<file path="config.mk">
export PLATFORM = sky130hd
export DESIGN_NAME = ldti_fifo
export DESIGN_NICKNAME = d
export VERILOG_FILES = /design/src/rtl/ldti_fifo.sv
export SDC_FILE = /design/constraint.sdc
export NUM_CORES = 1
export LEC_CHECK = 0
export ABC_AREA = 1
export BUFFER_PORTS_ARGS = -buffer_cell sky130_fd_sc_hd__buf_2
export CAP_MARGIN = 40
export CORE_MARGIN = 2
export CORE_UTILIZATION = 25
export DETAILED_ROUTE_END_ITERATION = 16
export SLEW_MARGIN = 20
export SYNTH_ARGS = -nofsm -noshare
export SYNTH_HDL_FRONTEND = slang
export SYNTH_SLANG_ARGS = --single-unit
export TNS_END_PERCENT = 10
</file>
<file path="constraint.sdc">
create_clock -name clk_i -period 3.29 [get_ports clk_i]
set_input_delay 0.4935 -clock clk_i [delete_from_list [all_inputs] [get_ports clk_i]]
set_output_delay 0.4935 -clock clk_i [all_outputs]
set_load 0.05 [all_outputs]
</file>
<file path="src/rtl/ldti_fifo.sv">
// Small register queue used between front and back and on the result side.
// Depends on nothing.
`default_nettype none

module ldti_fifo #(
  parameter int WIDTH = 8,
  parameter int DEPTH = 4
) (
  input  wire logic             clk_i,
  input  wire logic             rst_ni,
  input  wire logic             push_i,
  input  wire logic [WIDTH-1:0] wdata_i,
  output logic                  full_o,
  input  wire logic             pop_i,
  output logic [WIDTH-1:0]      rdata_o,
  output logic                  empty_o
);

  localparam int AW = $clog2(DEPTH);

  logic [WIDTH-1:0] mem_q [DEPTH];
  logic [AW-1:0]    wp_q, wp_d, rp_q, rp_d;
  logic [AW:0]      cnt_q, cnt_d;

  assign full_o  = cnt_q == (AW+1)'(DEPTH);
  assign empty_o = cnt_q == '0;
  assign rdata_o = mem_q[rp_q];

  always_comb begin
    wp_d  = wp_q;
    rp_d  = rp_q;
    cnt_d = cnt_q;
    if (push_i) begin
      wp_d = (wp_q == AW'(DEPTH-1)) ? '0 : wp_q + AW'(1);
    end
    if (pop_i) begin
      rp_d = (rp_q == AW'(DEPTH-1)) ? '0 : rp_q + AW'(1);
    end
    if (push_i && !pop_i) begin
      cnt_d = cnt_q + (AW+1)'(1);
    end else if (!push_i && pop_i) begin
      cnt_d = cnt_q - (AW+1)'(1);
    end
  end

  always_ff @(posedge clk_i or negedge rst_ni) begin
    if (!rst_ni) begin
      wp_q  <= '0;
      rp_q  <= '0;
      cnt_q <= '0;
    end else begin
      wp_q  <= wp_d;
      rp_q  <= rp_d;
      cnt_q <= cnt_d;
    end
  end

  always_ff @(posedge clk_i) begin
    if (push_i) begin
      mem_q[wp_q] <= wdata_i;
    end
  end

  a_no_overflow: assert property (@(posedge clk_i) disable iff (!rst_ni)
    push_i |-> (!full_o || pop_i))
    else $error("push into full queue");
  a_no_underflow: assert property (@(posedge clk_i) disable iff (!rst_ni)
    pop_i |-> !empty_o)
    else $error("pop from empty queue");
  a_push_fills: assert property (@(posedge clk_i) disable iff (!rst_ni)
    (push_i && !pop_i) |=> !empty_o)
    else $error("queue empty after push");

endmodule

`default_nettype wire

</file>
# Yosys cells after proc, flatten, opt, wreduce, memory -nomap -nowiden
# Memory sizes are Yosys's and may differ from the RTL's.
# Index checks and enable logic that the tools add are counted.
# word_totals
ff_bits	7
latch_bits	0
ram_bits	32
romBits	0
out_inout_bits	10
wordCells	23
mem_count	1
# op_classes
n_addsub	4
mul	0
div	0
magnitude_cmp	0
n_eq_ne	3
shift	0
muxes	6
bitwise	0
n_reduce_logical	6
# mem_list
memory	words	word_bits	read_ports	rd_clocked_by_memory_dff	wr	line_no	rtl
mem_q	4	8	1	0	1	21	logic [WIDTH-1:0] mem_q [DEPTH];
# op_table
operator	count
two-way mux 3 bit	2
adder 2 x 1 -> 2 bit, second input constant	2
== test 2 bit, second input constant	2
two-way mux 2 bit	2
adder 3 x 1 -> 3 bit, second input constant	1
== test 3 bit, second input constant	1
zero test 3 bit	1
subtractor 3 x 1 -> 3 bit, second input constant	1
logical AND 1 bit	2
zero test 1 bit	2
two-way mux 1 bit	2
nonzero test 2 bit	1

# Depth between registers and ports, before layout
# logic_depth
depth_word	4
depth_mapped	9
mapped_depth_nobuf	9

# Worst setup path after synthesis
# OpenSTA, ideal clock, no wires.
# synth_path
kind	reg-to-output
startpoint	register cnt_q[0]
endpoint	output full_o
arrival_ns	1.513
required_ns	2.796
slack_ns	1.284
path_stages_with_launch	2
n_path_buf	0
path_cell_list	dfrtp_1 > nor3_1
# synth_between
elab_chain_len	1
# synth_lines
element	line_no	rtl
from (decl)	23	logic [AW:0] cnt_q, cnt_d;
from (signal assigned)	54	cnt_q <= cnt_d;
== test 3 bit	25	assign full_o = cnt_q == (AW+1)'(DEPTH);
to (decl)	13	output logic full_o,
# No other way between the ends.

# Worst setup path in the final report
# layout_path
startpoint	register rp_q[0]
endpoint	output rdata_o[0]
# layout_between
elab_chain_len	1
# layout_lines
element	line_no	rtl
from (decl)	22	logic [AW-1:0] wp_q, wp_d, rp_q, rp_d;
from (signal assigned)	53	rp_q <= rp_d;
memory read (4 x 8 bit)	n/a	
to (decl)	15	output logic [WIDTH-1:0] rdata_o,
# No other way between the ends.

==> flow_summary.toml <==
[sta]
fin_worst_skew_ps = 3.02
rsz0062_at_grt = "no"
slew-limit-headroom = 0.675
final-max-slew-violation-count = 0
period_needed_ps = 2100
worst_slew_pin_slew_ps = 487
finalSetupViolations = 0
finalSetupTns_ps = 0
max_freq_mhz = 476
finalCritPeriodShare = 0.638
fin_ws_ps = 1190
hold_viol = 0

[clock_network]
cts.sinks = 39
cts_buffers = 5
cts_resized = 0
path_clk_slew_ps = 70
cts_root_buf = "clkbuf_8"
clk_path_buf_depth = 2
cts_max_level = 2
ctsHoldBuffers = 0
postCtsSetupBuffers = 0
cts_tree = "built"
clock_latency_ps = 280

[pwr]
power.density_nw_per_um2 = 892
seqPwrFrac = 0.422
leakagePower_nw = 0.857
sw_frac_of_total = 0.435
netSwitchingPower_mw = 0.755
clkPwrFrac = 0.164
peakVddDrop_mv = 0.203
combPwrFrac = 0.415
intPower_mw = 0.981

[logic_synthesis]
synthMostInstantiatedCell = "nand2_1"
synth-seq-area-share = 0.666
synth.top_cell.area_share = 0.563
synth_area_leaders = "edfxtp_1 (56%), dfrtp_1 (10%), nand2_1 (8.6%), o211ai_1 (7.0%), inv_1 (5.9%)"
synth.distinct_cells = 18
synth_flop_cell = "edfxtp_1"
postSynthAreaPerCell_um2 = 11.8
synth_common_cells = "nand2_1 (39), edfxtp_1 (32), inv_1 (27)"
yosys.area.top_type = "edfxtp_1"
synth_cells = 144
yosys_warnings = 0
synth.net_count = 163
syn_area_um2 = 1710
ys_seq_elements = 39
postSynth.asyncResetShare = 0.179
synth_edf_count = 32

[die]
die_x_um = 86.6
pin_count = 22
rows = 30
die_height_um = 86.6
start_util = 0.255
dieArea_um2 = 7500
fp.coreArea_um2 = 6680

[placement]
placed_cells = 241
place_congestion = 0.720
dpl_worst_slack_ps = 1500
dp_hpwl_um = 1980
numPortBuffers = 21
place_area_um2 = 1870

[layout]
final.fill_count = 679
diodes = 0
instances_no_fill = 249
design_area_um2 = 1950
layout-drive-gt1-share = 0.166
final_nets = 187
final_util = 0.291
area_growth_pct = 14.2

[worst_setup_path]
ff2ff_setup_slack_ps = 1950
path_class = "register to output pin"
path_max_fanout = 33
crit_arrival_ps = 1610
critPathRequiredTime_ps = 2800
critPathCaptureType = "output pin"
startpoint_type = "register"

[grt]
grt_max_degree = 34
grt_pass1_wl_um = 4870
grt_pass1_vias = 1115
overflow = 0
antenna_found_initial = 0
grt_usage = 0.0858

[route]
vias = 1026
ant_nets = 0
drc_errors = 0
routed_via_density = 4.12
wl_um = 2800
firstDrtPassIters = 6
drt_iter0_drc = 47
wire_per_inst_um = 11.2

[status]
status = "finished, final reports clean"

[min_path]
hold_path_class = "primary input to async pin"

[run]
maxCapViolCount = 0
[area by class of cell]
type                            count  area (um2)  share of cell area
Clock buffer                        6        72.6              0.0373
Multi-Input combinational cell     72         417               0.214
Timing Repair Buffer               21         105              0.0540
Sequential cell                    39        1140               0.584
Clock inverter                      2        7.51             0.00386
Tap cell                           80         100              0.0514
Inverter                           29         109              0.0559
[state kept, by name (all words and copies together) (netlist names)]
| signal | flops |
|---|---|
| mem_q | 32 |
| wp_q | 2 |
| cnt_q | 3 |
| rp_q | 2 |
[power groups by stage]
stage | combinational, mW | sequential (mW) | clock, mW
after floorplan | 0.622 | 0.711 | 0
after global placement | 0.722 | 0.738 | 0
after detailed placement | 0.732 | 0.744 | 0
after CTS | 0.734 | 0.733 | 0.296
after global routing | 0.800 | 0.748 | 0.319
final | 0.720 | 0.732 | 0.284
[metrics by stage]
step,power [mW],hold slack (ps)
after global placement,1.46,340
after CTS,1.76,38.0
after global routing,1.87,37.8
after detailed placement,1.48,340
final,1.74,40.4
after floorplan,1.33,198
[worst max-delay path: stages, from the launching register on]
cell,delay (ps)
dfrtp_1,410
inv_2,380
nand2_1,110
o211ai_1,110
nand2_1,100
buf_2,220
[cells in the final DEF, fill, tap and decap left out, types with 2 or more instances in the layout]
cell type,count
inv_1,27
dfrtp_1,7
o21ai_0,3
nand2_1,39
inv_2,2
ha_1,6
edfxtp_1,32
clkinv_1,2
o211ai_1,16
buf_2,21
clkbuf_8,5
nor3_1,2
[cells by family (layout without fill, tap and decap cells)]
group,after synthesis,count (layout),share of synthesized area
AOI/OAI and AO/OA,21,21,0.0851
xor gates and xnor gates,1,1,0.00514
DFF,39,39,0.666
adders and majority gates,7,7,0.0558
buffers and inverters,33,58,0.0895
and+or+nand+nor,43,43,0.0983
[final timing paths]
kind | start | to | cells past startpoint
worst max-delay path | rp_q[0] | rdata_o[0] | 5
worst min-delay path | rst_ni | cnt_q[1] | 1
worst max register to register | wp_q[0] | mem_q[2][7] | 4
worst min register to register | cnt_q[2] | cnt_q[2] | 2
max in group asynchronous | rst_ni | rp_q[1] | 1
min in group clk_i | wdata_i[2] | mem_q[3][2] | 1
[metal layers]
| metal | GRT usage | part of all wire | vias up |
|---|---|---|---|
| met5 | 0 | 0 | - |
| met4 | 0.0440 | 0.024 | 0 |
| met3 | 0.0248 | 0.033 | 7 |
| met2 | 0.161 | 0.53 | 15 |
| met1 | 0.0849 | 0.41 | 475 |
| li1 | - | - | 529 |
(Power assumes the default switching activity.)
