<file path="src/rtl/ldti_pkg.sv">
// Shared types, constants and elaboration-time helpers for the log-domain
// table interpolator. No dependencies.
`default_nettype none

package ldti_pkg;

  typedef enum logic [1:0] {
    ST_OK    = 2'd0,
    ST_RANGE = 2'd1,
    ST_ZERO  = 2'd2,
    ST_LOAD  = 2'd3
  } status_e;

  localparam int unsigned GRID_START = 6144;
  localparam int unsigned GRID_SHIFT = 10;
  localparam int unsigned T_BITS     = 10;
  localparam int unsigned FRAC_BITS  = 16;
  localparam int unsigned X_BITS     = 31;
  localparam logic [31:0] RATE_MAX   = 32'hFFFF_FFFF;

  typedef struct packed {
    logic              interp;
    status_e           status;
    logic [T_BITS-1:0] t;
    logic [31:0]       rate;
  } item_ctl_t;

  function automatic logic [63:0] isqrt64(input logic [63:0] n);
    logic [63:0] res;
    logic [63:0] bt;
    logic [63:0] nn;
    res = '0;
    bt  = 64'h4000_0000_0000_0000;
    nn  = n;
    for (int i = 0; i < 32; i++) begin
      if (nn >= res + bt) begin
        nn  = nn - (res + bt);
        res = (res >> 1) + bt;
      end else begin
        res = res >> 1;
      end
      bt = bt >> 2;
    end
    return res;
  endfunction

  // 2^(2^-k) in Q1.30, truncated at each root
  function automatic logic [X_BITS-1:0] exp2_coef(input int k);
    logic [63:0] c;
    c = 64'd2 << 30;
    for (int j = 1; j <= 16; j++) begin
      if (j <= k) begin
        c = isqrt64(c << 30);
      end
    end
    return c[X_BITS-1:0];
  endfunction

endpackage

`default_nettype wire

</file>
<file path="src/rtl/ldti_front.sv">
// Front end: accepts items, owns the sample table, classifies queries.
// Depends on ldti_pkg.
`default_nettype none

module ldti_front #(
  parameter int NUM_POINTS  = 33,
  parameter int SAMPLE_BITS = 32
) (
  input  wire logic                    clk_i,
  input  wire logic                    rst_ni,
  input  wire logic                    push_i,
  output logic                         full_o,
  input  wire logic                    op_i,
  input  wire logic [5:0]              entry_index_i,
  input  wire logic [31:0]             entry_value_i,
  input  wire logic [15:0]             energy_i,
  output logic                         q_push_o,
  input  wire logic                    q_full_i,
  output ldti_pkg::item_ctl_t          q_ctl_o,
  output logic [SAMPLE_BITS-1:0]       q_v0_o,
  output logic [SAMPLE_BITS-1:0]       q_v1_o
);

  import ldti_pkg::*;

  localparam int AW = $clog2(NUM_POINTS);
  localparam int SB = SAMPLE_BITS;
  localparam logic [16:0] TOP_E =
    17'(GRID_START + (NUM_POINTS - 1) * (1 << GRID_SHIFT));

  logic [SB-1:0] mem_q [NUM_POINTS];
  logic [SB-1:0] rd0_q, rd1_q;
  logic          f1_valid_q;
  logic          op_q, oor_q, last_q;
  logic [T_BITS-1:0] t_q;

  logic          accept, wr_en, below, above, last;
  logic [16:0]   offset;
  logic [5:0]    idx;
  logic [AW-1:0] ra0, ra1;
  logic [SB-1:0] wval;
  logic [SB+31:0] v0w;
  logic [31:0]   sat_v0;
  logic          z0, z1;

  assign full_o   = f1_valid_q && q_full_i;
  assign accept   = push_i && !full_o;
  assign q_push_o = f1_valid_q && !q_full_i;

  assign offset = {1'b0, energy_i} - 17'(GRID_START);
  assign below  = energy_i < 16'(GRID_START);
  assign above  = {1'b0, energy_i} > TOP_E;
  assign idx    = offset[15:10];
  assign last   = {1'b0, idx} >= 7'(NUM_POINTS - 1);
  assign ra0    = last ? AW'(NUM_POINTS - 1) : idx[AW-1:0];
  assign ra1    = last ? ra0 : ra0 + AW'(1);
  assign wval   = SB'(entry_value_i);
  assign wr_en  = accept && !op_i && ({1'b0, entry_index_i} < 7'(NUM_POINTS));

  always_ff @(posedge clk_i) begin
    if (wr_en) begin
      mem_q[entry_index_i[AW-1:0]] <= wval;
    end
    if (accept) begin
      rd0_q  <= mem_q[ra0];
      rd1_q  <= mem_q[ra1];
      op_q   <= op_i;
      oor_q  <= below || above;
      last_q <= last;
      t_q    <= offset[T_BITS-1:0];
    end
  end

  always_ff @(posedge clk_i or negedge rst_ni) begin
    if (!rst_ni) begin
      f1_valid_q <= 1'b0;
    end else if (accept) begin
      f1_valid_q <= 1'b1;
    end else if (q_push_o) begin
      f1_valid_q <= 1'b0;
    end
  end

  assign v0w    = (SB+32)'(rd0_q);
  assign sat_v0 = (|v0w[SB+31:32]) ? RATE_MAX : v0w[31:0];
  assign z0     = rd0_q == '0;
  assign z1     = rd1_q == '0;

  always_comb begin
    q_ctl_o.interp = 1'b0;
    q_ctl_o.status = ST_OK;
    q_ctl_o.t      = t_q;
    q_ctl_o.rate   = '0;
    if (!op_q) begin
      q_ctl_o.status = ST_LOAD;
    end else if (oor_q) begin
      q_ctl_o.status = ST_RANGE;
    end else if (last_q) begin
      if (z0) begin
        q_ctl_o.status = ST_ZERO;
      end else begin
        q_ctl_o.rate = sat_v0;
      end
    end else if (z0 || z1) begin
      q_ctl_o.status = ST_ZERO;
    end else if (t_q == '0) begin
      q_ctl_o.rate = sat_v0;
    end else begin
      q_ctl_o.interp = 1'b1;
    end
  end

  assign q_v0_o = rd0_q;
  assign q_v1_o = rd1_q;

endmodule

`default_nettype wire

</file>
<file path="config.mk">
export PLATFORM = sky130hd
export DESIGN_NAME = ldti_front
export DESIGN_NICKNAME = d
export VERILOG_FILES = /design/src/rtl/ldti_pkg.sv /design/src/rtl/ldti_front.sv
export SDC_FILE = /design/constraint.sdc
export NUM_CORES = 2
export LEC_CHECK = 0
export BUFFER_PORTS_ARGS = -buffer_cell sky130_fd_sc_hd__buf_2
export CAP_MARGIN = 20
export CORE_UTILIZATION = 54
export DETAILED_ROUTE_END_ITERATION = 10
export MAX_ROUTING_LAYER = met4
export PLACE_DENSITY_LB_ADDON = 0.25
export RECOVER_POWER = 100
export SETUP_SLACK_MARGIN = 0.02
export SLEW_MARGIN = 5
export SYNTH_ARGS = -nofsm -noshare
export SYNTH_HDL_FRONTEND = slang
export SYNTH_SLANG_ARGS = --single-unit
export TNS_END_PERCENT = 100
</file>
<file path="constraint.sdc">
create_clock -name clk_i -period 5.1 [get_ports clk_i]
set_input_delay 0.255 -clock clk_i [delete_from_list [all_inputs] [get_ports clk_i]]
set_output_delay 0.255 -clock clk_i [all_outputs]
set_load 0.02 [all_outputs]
</file>
After elaboration in Yosys (flattened, before gate mapping):

Memories as Yosys holds them, arrays and structs flattened. A register that Yosys moved wholly into a read port is not among the register bits.
Cells that the tools add are included.

* magnitude comparators: 4
* multiplexer cells: 22
* add/subtract/negate cells: 2
* reduce and logical (&&, ||, !) cells: 14

Operator list (number)
* $mux W32: 6
* $logic_not A32 Y1: 2
* $gt A16 B16 Y1 const B: 1
* $lt A16 B13 Y1 const B: 1
* $sub A16 B13 Y16 const B: 1
* $mux W6: 2
* $logic_not A10 Y1: 1
* $mux W2: 5
* $mux W1: 9
* $add A6 B1 Y6 const B: 1
* $ge A6 B6 Y1 const B: 1
* $lt A6 B6 Y1 const B: 1
* $logic_and A1 B1 Y1: 5
* $logic_not A1 Y1: 3
* $logic_or A1 B1 Y1: 2
* $reduce_bool A2 Y1: 1

* output and inout bits: 111
* bits in registers: 14
* logic and storage cells: 48
* bits in writable memories: 1056
* memories: 1
* input port bits: 59

Memory list
* mem_q: words 33, bits a word 32, rd ports 2, clocked after memory_dff 2, wr ports 1, line ldti_front.sv:31 `logic [SB-1:0] mem_q [NUM_POINTS];`

Logic depth before layout (Yosys ltp):

* depth in word-level cells: 7
* depth in mapped cells: 19

Worst setup path before layout:

No wires, ideal clock.

* path kind: input port to flip-flop
* start point: input entry_index_i[2]
* end point: memory mem_q[32][0] in the netlist's numbering (enable)
* stages on the path: 2
* setup time: 0.502 ns
* path slack: 0.772 ns
* data arrival time: 3.826 ns
* cell sequence: or3_1 > nor4_1

* word-level cells in the longest chain between the ends: 4

Ends and longest elaborated chain
* start, declared: line ldti_front.sv:14 `input wire logic [5:0] entry_index_i,`
* $lt A6 B6 Y1: line ldti_front.sv:58 `assign wr_en = accept && !op_i && ({1'b0, entry_index_i} < 7'(NUM_POINTS));`
* $logic_and A1 B1 Y1: line ldti_front.sv:58
* $mux W1: line ldti_front.sv:61 `if (wr_en) begin`
* $mux W1 (not written as such): line ldti_front.sv:62 `mem_q[entry_index_i[AW-1:0]] <= wval;`
* end, declared: line ldti_front.sv:31

Parallel ways exist; a longest one is shown, timed or not.

Worst setup path in the final report:

* start point: register f1_valid_q
* end point: memory mem_q[28][2] in the netlist's numbering (enable)

* word-level cells in the longest chain between the ends: 7

Ends and longest elaborated chain
* start, declared: line ldti_front.sv:33 `logic f1_valid_q;`
* start signal, assigned: line ldti_front.sv:76 `f1_valid_q <= 1'b0;`
* start signal, assigned: line ldti_front.sv:78 `f1_valid_q <= 1'b1;`
* start signal, assigned: line ldti_front.sv:80 `f1_valid_q <= 1'b0;`
* $logic_and A1 B1 Y1: line ldti_front.sv:46 `assign full_o = f1_valid_q && q_full_i;`
* $logic_not A1 Y1: line ldti_front.sv:47 `assign accept = push_i && !full_o;`
* $logic_and A1 B1 Y1: line ldti_front.sv:47
* $logic_and A1 B1 Y1 (2 in a row): line ldti_front.sv:58
* $mux W1: line ldti_front.sv:61
* $mux W1 (not written as such): line ldti_front.sv:62

Every way passes these cells.

==> results.txt <==
Among all cell types in the netlist, the one instantiated most often is edfxtp_1. The sum of negative setup slack is 0 ns. The total setup violations reported at the end of the flow is 0. The switching power is 5759 uW.

The number of nets at the end of the flow is 4,147. The vertical die dimension came out at between 300 and 400 um. The DRC violation total after the first TritonRoute iteration came out at 7,135. The leftover overflow at the end of global routing came out at 0.

The total wire length after detailed routing is 196.1 mm. Counting stages on the worst path, the most repeated cell is nand2_1. In this run the deepest clock path goes through 3 buffers. The fraction of registers with async set or reset after synthesis came out at 0.0008818. The setup clock skew after layout came out at approximately 0.025 ns. The critical-path maximum fanout is 13.

The initialized floorplan defines 114 standard-cell rows. The area of the mapped netlist came out at between 50,000 and 60,000 um2. The startpoint identified for the worst hold timing path is energy_i[15]. The number of top-level pins came out at 170. In this run the clock root is driven by a clkbuf_16. The worst register-to-register path ends at mem_q[28][2]$_DFFE_PP_.

The cell count of the worst reg-to-reg path came out at 6. The total count of hold-check failures in the final report is 0. In the synthesized netlist the dominant register cell turns out to be edfxtp_1.

By area the synthesized netlist is led by edfxtp_1 (64%), mux4_2 (6.7%), nand2_1 (4.0%). The number of different library cells used by synthesis comes to 83. The area of the die is 100,100 um2.

The number of global-route vias before repair was 38.63k. The Yosys step of the flow raised 0 warnings. Across every metal layer, demand over resource in global routing totals 0.4039. The placer congestion estimate is 0.9626.

Traced cell by cell, the critical path runs through nand2_1 -> nand2_1 -> nor3_1 -> nand3_1 -> nor2_1 -> clkbuf_2. The routed via count divided by cell count is ~7.3. The post-layout utilization of the core is 0.6118.

The data required time at the worst endpoint is 5.46 ns. The detailed placer's ending HPWL came out at 115.3 mm. In this run, synthesis inferred 1,133 flip-flops with an integrated enable. In this run, synthesis produced a sequential element count of 1,134. The largest individual stage delay along the critical path comes from the cell nor2_1. The synthesized instance count came out at between 3k and 4k. Headroom to the max-slew limit came out at -1.716. The share of layout cells above drive strength 1 is 0.1535. The antenna violation net count after detailed routing came out at 0. The placeable core region is 97,280 um2. In this run, CTS created clock tree buffers numbering roughly 110. The kind of end point of the critical path is a flop. The area share of the largest cell type after synthesis is 0.6374.

The fraction of the cycle the final worst path needs came out at 0.9111. The type of the most critical hold path is in -> reg. The filler cells instantiated in the layout total 7,344. The layout overhead on the synthesized area came out at 11.50%. The startpoint identified for the worst register-to-register timing path is f1_valid_q$_DFFE_PN0P_. For this run, the register share of the synthesized area comes to 0.6379. Setup repair after global routing left no endpoint under its margin. The kind of cell with the highest combined delay along the critical path is simple AND/OR/NAND/NOR gates. The worst setup path is launched from a flop.

The transition time of the tightest slew-check pin is 4.075 ns. The average instance area after synthesis came out at approximately 14 um2. The count of buffering cells on the critical path with inverters included is 1.

The worst register-to-register path has a setup slack of 0.45 ns. In this design, the stage delay of the slowest critical-path cell is 2.11 ns. When the netlist entered floorplanning its net count stood at around 4k. The cell-internal power came out at 15,810 uW. The CTS tree is done. Of the total power, combinational logic draws 0.130. The max-slew violation count is 844. The source-to-sink clock delay at the later pin of the worst-skew pair came out at 0.73 ns. Across the run, the number of max-cap violations was 36. The post-CTS setup buffer count came out at 0. Entering global routing, the biggest net connects 163 pins. Subtracting the final worst setup slack from the clock period gives 4.646 ns. The checks that failed: capacitance limit, slew limit. Detailed routing inserted a total of 40.08k vias. The number of sinks driven by the clock tree came out at 1,134.

The horizontal extent of the die came out at 316.4 um. Across the VDD grid, the largest voltage drop is 0.3011 mV. In this run the static leakage power is 0.01930 uW.

The H-tree depth is 3. The worst hold path terminates at oor_q$_DFFE_PP_. The first-pass iteration count of the detailed router is 8. The clock share of power came out at 0.384. The wire length of the first global-routing pass is about 280 mm. The initial core utilization is 0.5487.

The average wire per cell in the routed design came out at 35.84 um. Clock-pin slew was measured on the worst setup and hold paths at about 0.070 ns. The synthesized design spends more area on one cell type than any other, namely edfxtp_1. The achievable frequency is 215.2 MHz.

The sequential group share of total power is 0.485. The count of input and output buffers is 169. The detailed-route DRC error count came out at 0.

The number of antenna violations at the first check in global routing came out at 18. Sorting the synthesized cells by how often they occur yields edfxtp_1 (1,133), nand2_1 (573), nand3_1 (274), mux4_2 (159), mux2i_1 (151). Along the worst hold path, the cell count comes to 3. The setup path with the least slack is of type reg -> reg. The switching share of power came out at 0.2669. The flow ran to the end, but the final reports show violations. The data arrival time of the worst path came out at 5.00 ns.

Power spread over the standard cell area amounts to roughly 360 nW/um2.
## registers in the layout (all words and copies together) (netlist names)
signal / cells
f1_valid_q: 1
q_v0_o: 32
op_q: 1
oor_q: 1
mem_q: 1056
q_v1_o: 32
last_q: 1
t_q: 10
## power groups by stage
stage | Clock, uW | Combinational (uW) | Sequential [uW]
finish | 8290 | 2810 | 10500
global route | 8630 | 2880 | 10500
CTS | 8280 | 2720 | 10500
detailed placement | 0 | 2700 | 10600
global placement | 0 | 2680 | 10600
floorplan | 0 | 1530 | 10700
## area by class of cell
class                   count  area [um2]  share of cell area
repair buffers            343        2033             0.03416
diodes                     17       42.54           0.0007148
multi-input cells        2470       18120              0.3045
inverters                  22       90.09            0.001514
well taps                1276        1597             0.02682
clock buffers             135        2974             0.04997
clock inverters            73       613.1             0.01030
flip-flops and latches   1134       34050              0.5721
## timing repair
item                                    4_1_cts  5_1_grt
endpoints found under the setup margin        0        0
gates resized for setup                       0        0
hold buffers                                 15        0
endpoints found under the hold margin        14        0
## stage by stage
step | total power (uW) | setup WS [ns] | instance area, um2 | hold slack [ns] | instances
4_1_cts | 21450 | 1.172 | 60100 | 0.01133 | 5453
5_1_grt | 21970 | 0.4823 | 59520 | 0.2433 | 5469
3_5_place_dp | 13350 | 0.4654 | 56360 | 0.03068 | 5230
2_1_floorplan | 12190 | 0.7724 | 53380 | -0.04059 | 3934
6_report | 21570 | 0.4536 | 59520 | 0.2091 | 5470
3_3_place_gp | 13330 | 0.5399 | 56360 | 0.03087 | 5229
## worst max path at each step
stage / from / endpoint / slack [ns] / cells past startpoint
CTS: energy_i[12] / q_v1_o[14]$_DFFE_PP_ / 1.17 / 13
global route: q_v0_o[19]$_DFFE_PP_ / q_ctl_o[21] / 0.48 / 8
finish: f1_valid_q$_DFFE_PN0P_ / mem_q[28][2]$_DFFE_PP_ / 0.45 / 6
global placement: energy_i[12] / q_v1_o[14]$_DFFE_PP_ / 0.54 / 13
floorplan: entry_index_i[2] / mem_q[32][0]$_DFFE_PP_ / 0.77 / 2
detailed placement: energy_i[12] / q_v1_o[14]$_DFFE_PP_ / 0.47 / 13
## cells by family (layout without fill, tap and decap cells)
family | Yosys count | after routing | synth area share
other | 0 | 17 | 0
and+or+nand+nor | 1262 | 1262 | 0.1101
buffers and inverters | 330 | 573 | 0.02775
AOI/OAI and AO/OA | 800 | 800 | 0.1084
DFF | 1134 | 1134 | 0.6379
muxes | 400 | 400 | 0.1144
adders and majority gates | 3 | 3 | 0.0007033
xor gates and xnor gates | 5 | 5 | 0.0008206
## worst min-delay path: stages
cell	delay (ns)
buf_2	0.10
buf_4	0.23
o21ai_0	0.22
## placed cells by master (no fill, tap or decap), drive strengths merged, types with 20 or more instances in the layout
| cell | Yosys | routed |
|---|---|---|
| nor2b | 27 | 27 |
| clkinv | 3 | 57 |
| o22ai | 90 | 90 |
| mux2 | 90 | 90 |
| and3 | 20 | 20 |
| nor3 | 67 | 67 |
| a32oi | 41 | 41 |
| a31oi | 61 | 61 |
| o21ai | 61 | 61 |
| nor4 | 53 | 53 |
| edfxtp | 1133 | 1133 |
| nor2 | 110 | 110 |
| nand4 | 42 | 42 |
| a211oi | 71 | 71 |
| a21oi | 98 | 98 |
| o221ai | 44 | 44 |
| inv | 19 | 23 |
| clkbuf | 125 | 324 |
| mux4 | 159 | 159 |
| mux2i | 151 | 151 |
| o21a | 89 | 89 |
| and2 | 42 | 42 |
| a22oi | 44 | 44 |
| buf | 183 | 139 |
| o211ai | 39 | 39 |
| a221oi | 36 | 36 |
| nand2 | 573 | 573 |
| nand3 | 278 | 278 |
## layer usage
metal / wire length (um) / part of all wire / global-route usage / up-vias
met5: 0 / 0 / - / -
met4: 12600 / 0.064 / 0.2144 / 0
met3: 32050 / 0.16 / 0.1285 / 786
met2: 84690 / 0.43 / 0.5729 / 3727
met1: 66720 / 0.34 / 0.5191 / 19590
li1: - / - / - / 15970
No activity file was read; power rests on OpenSTA's default activity.
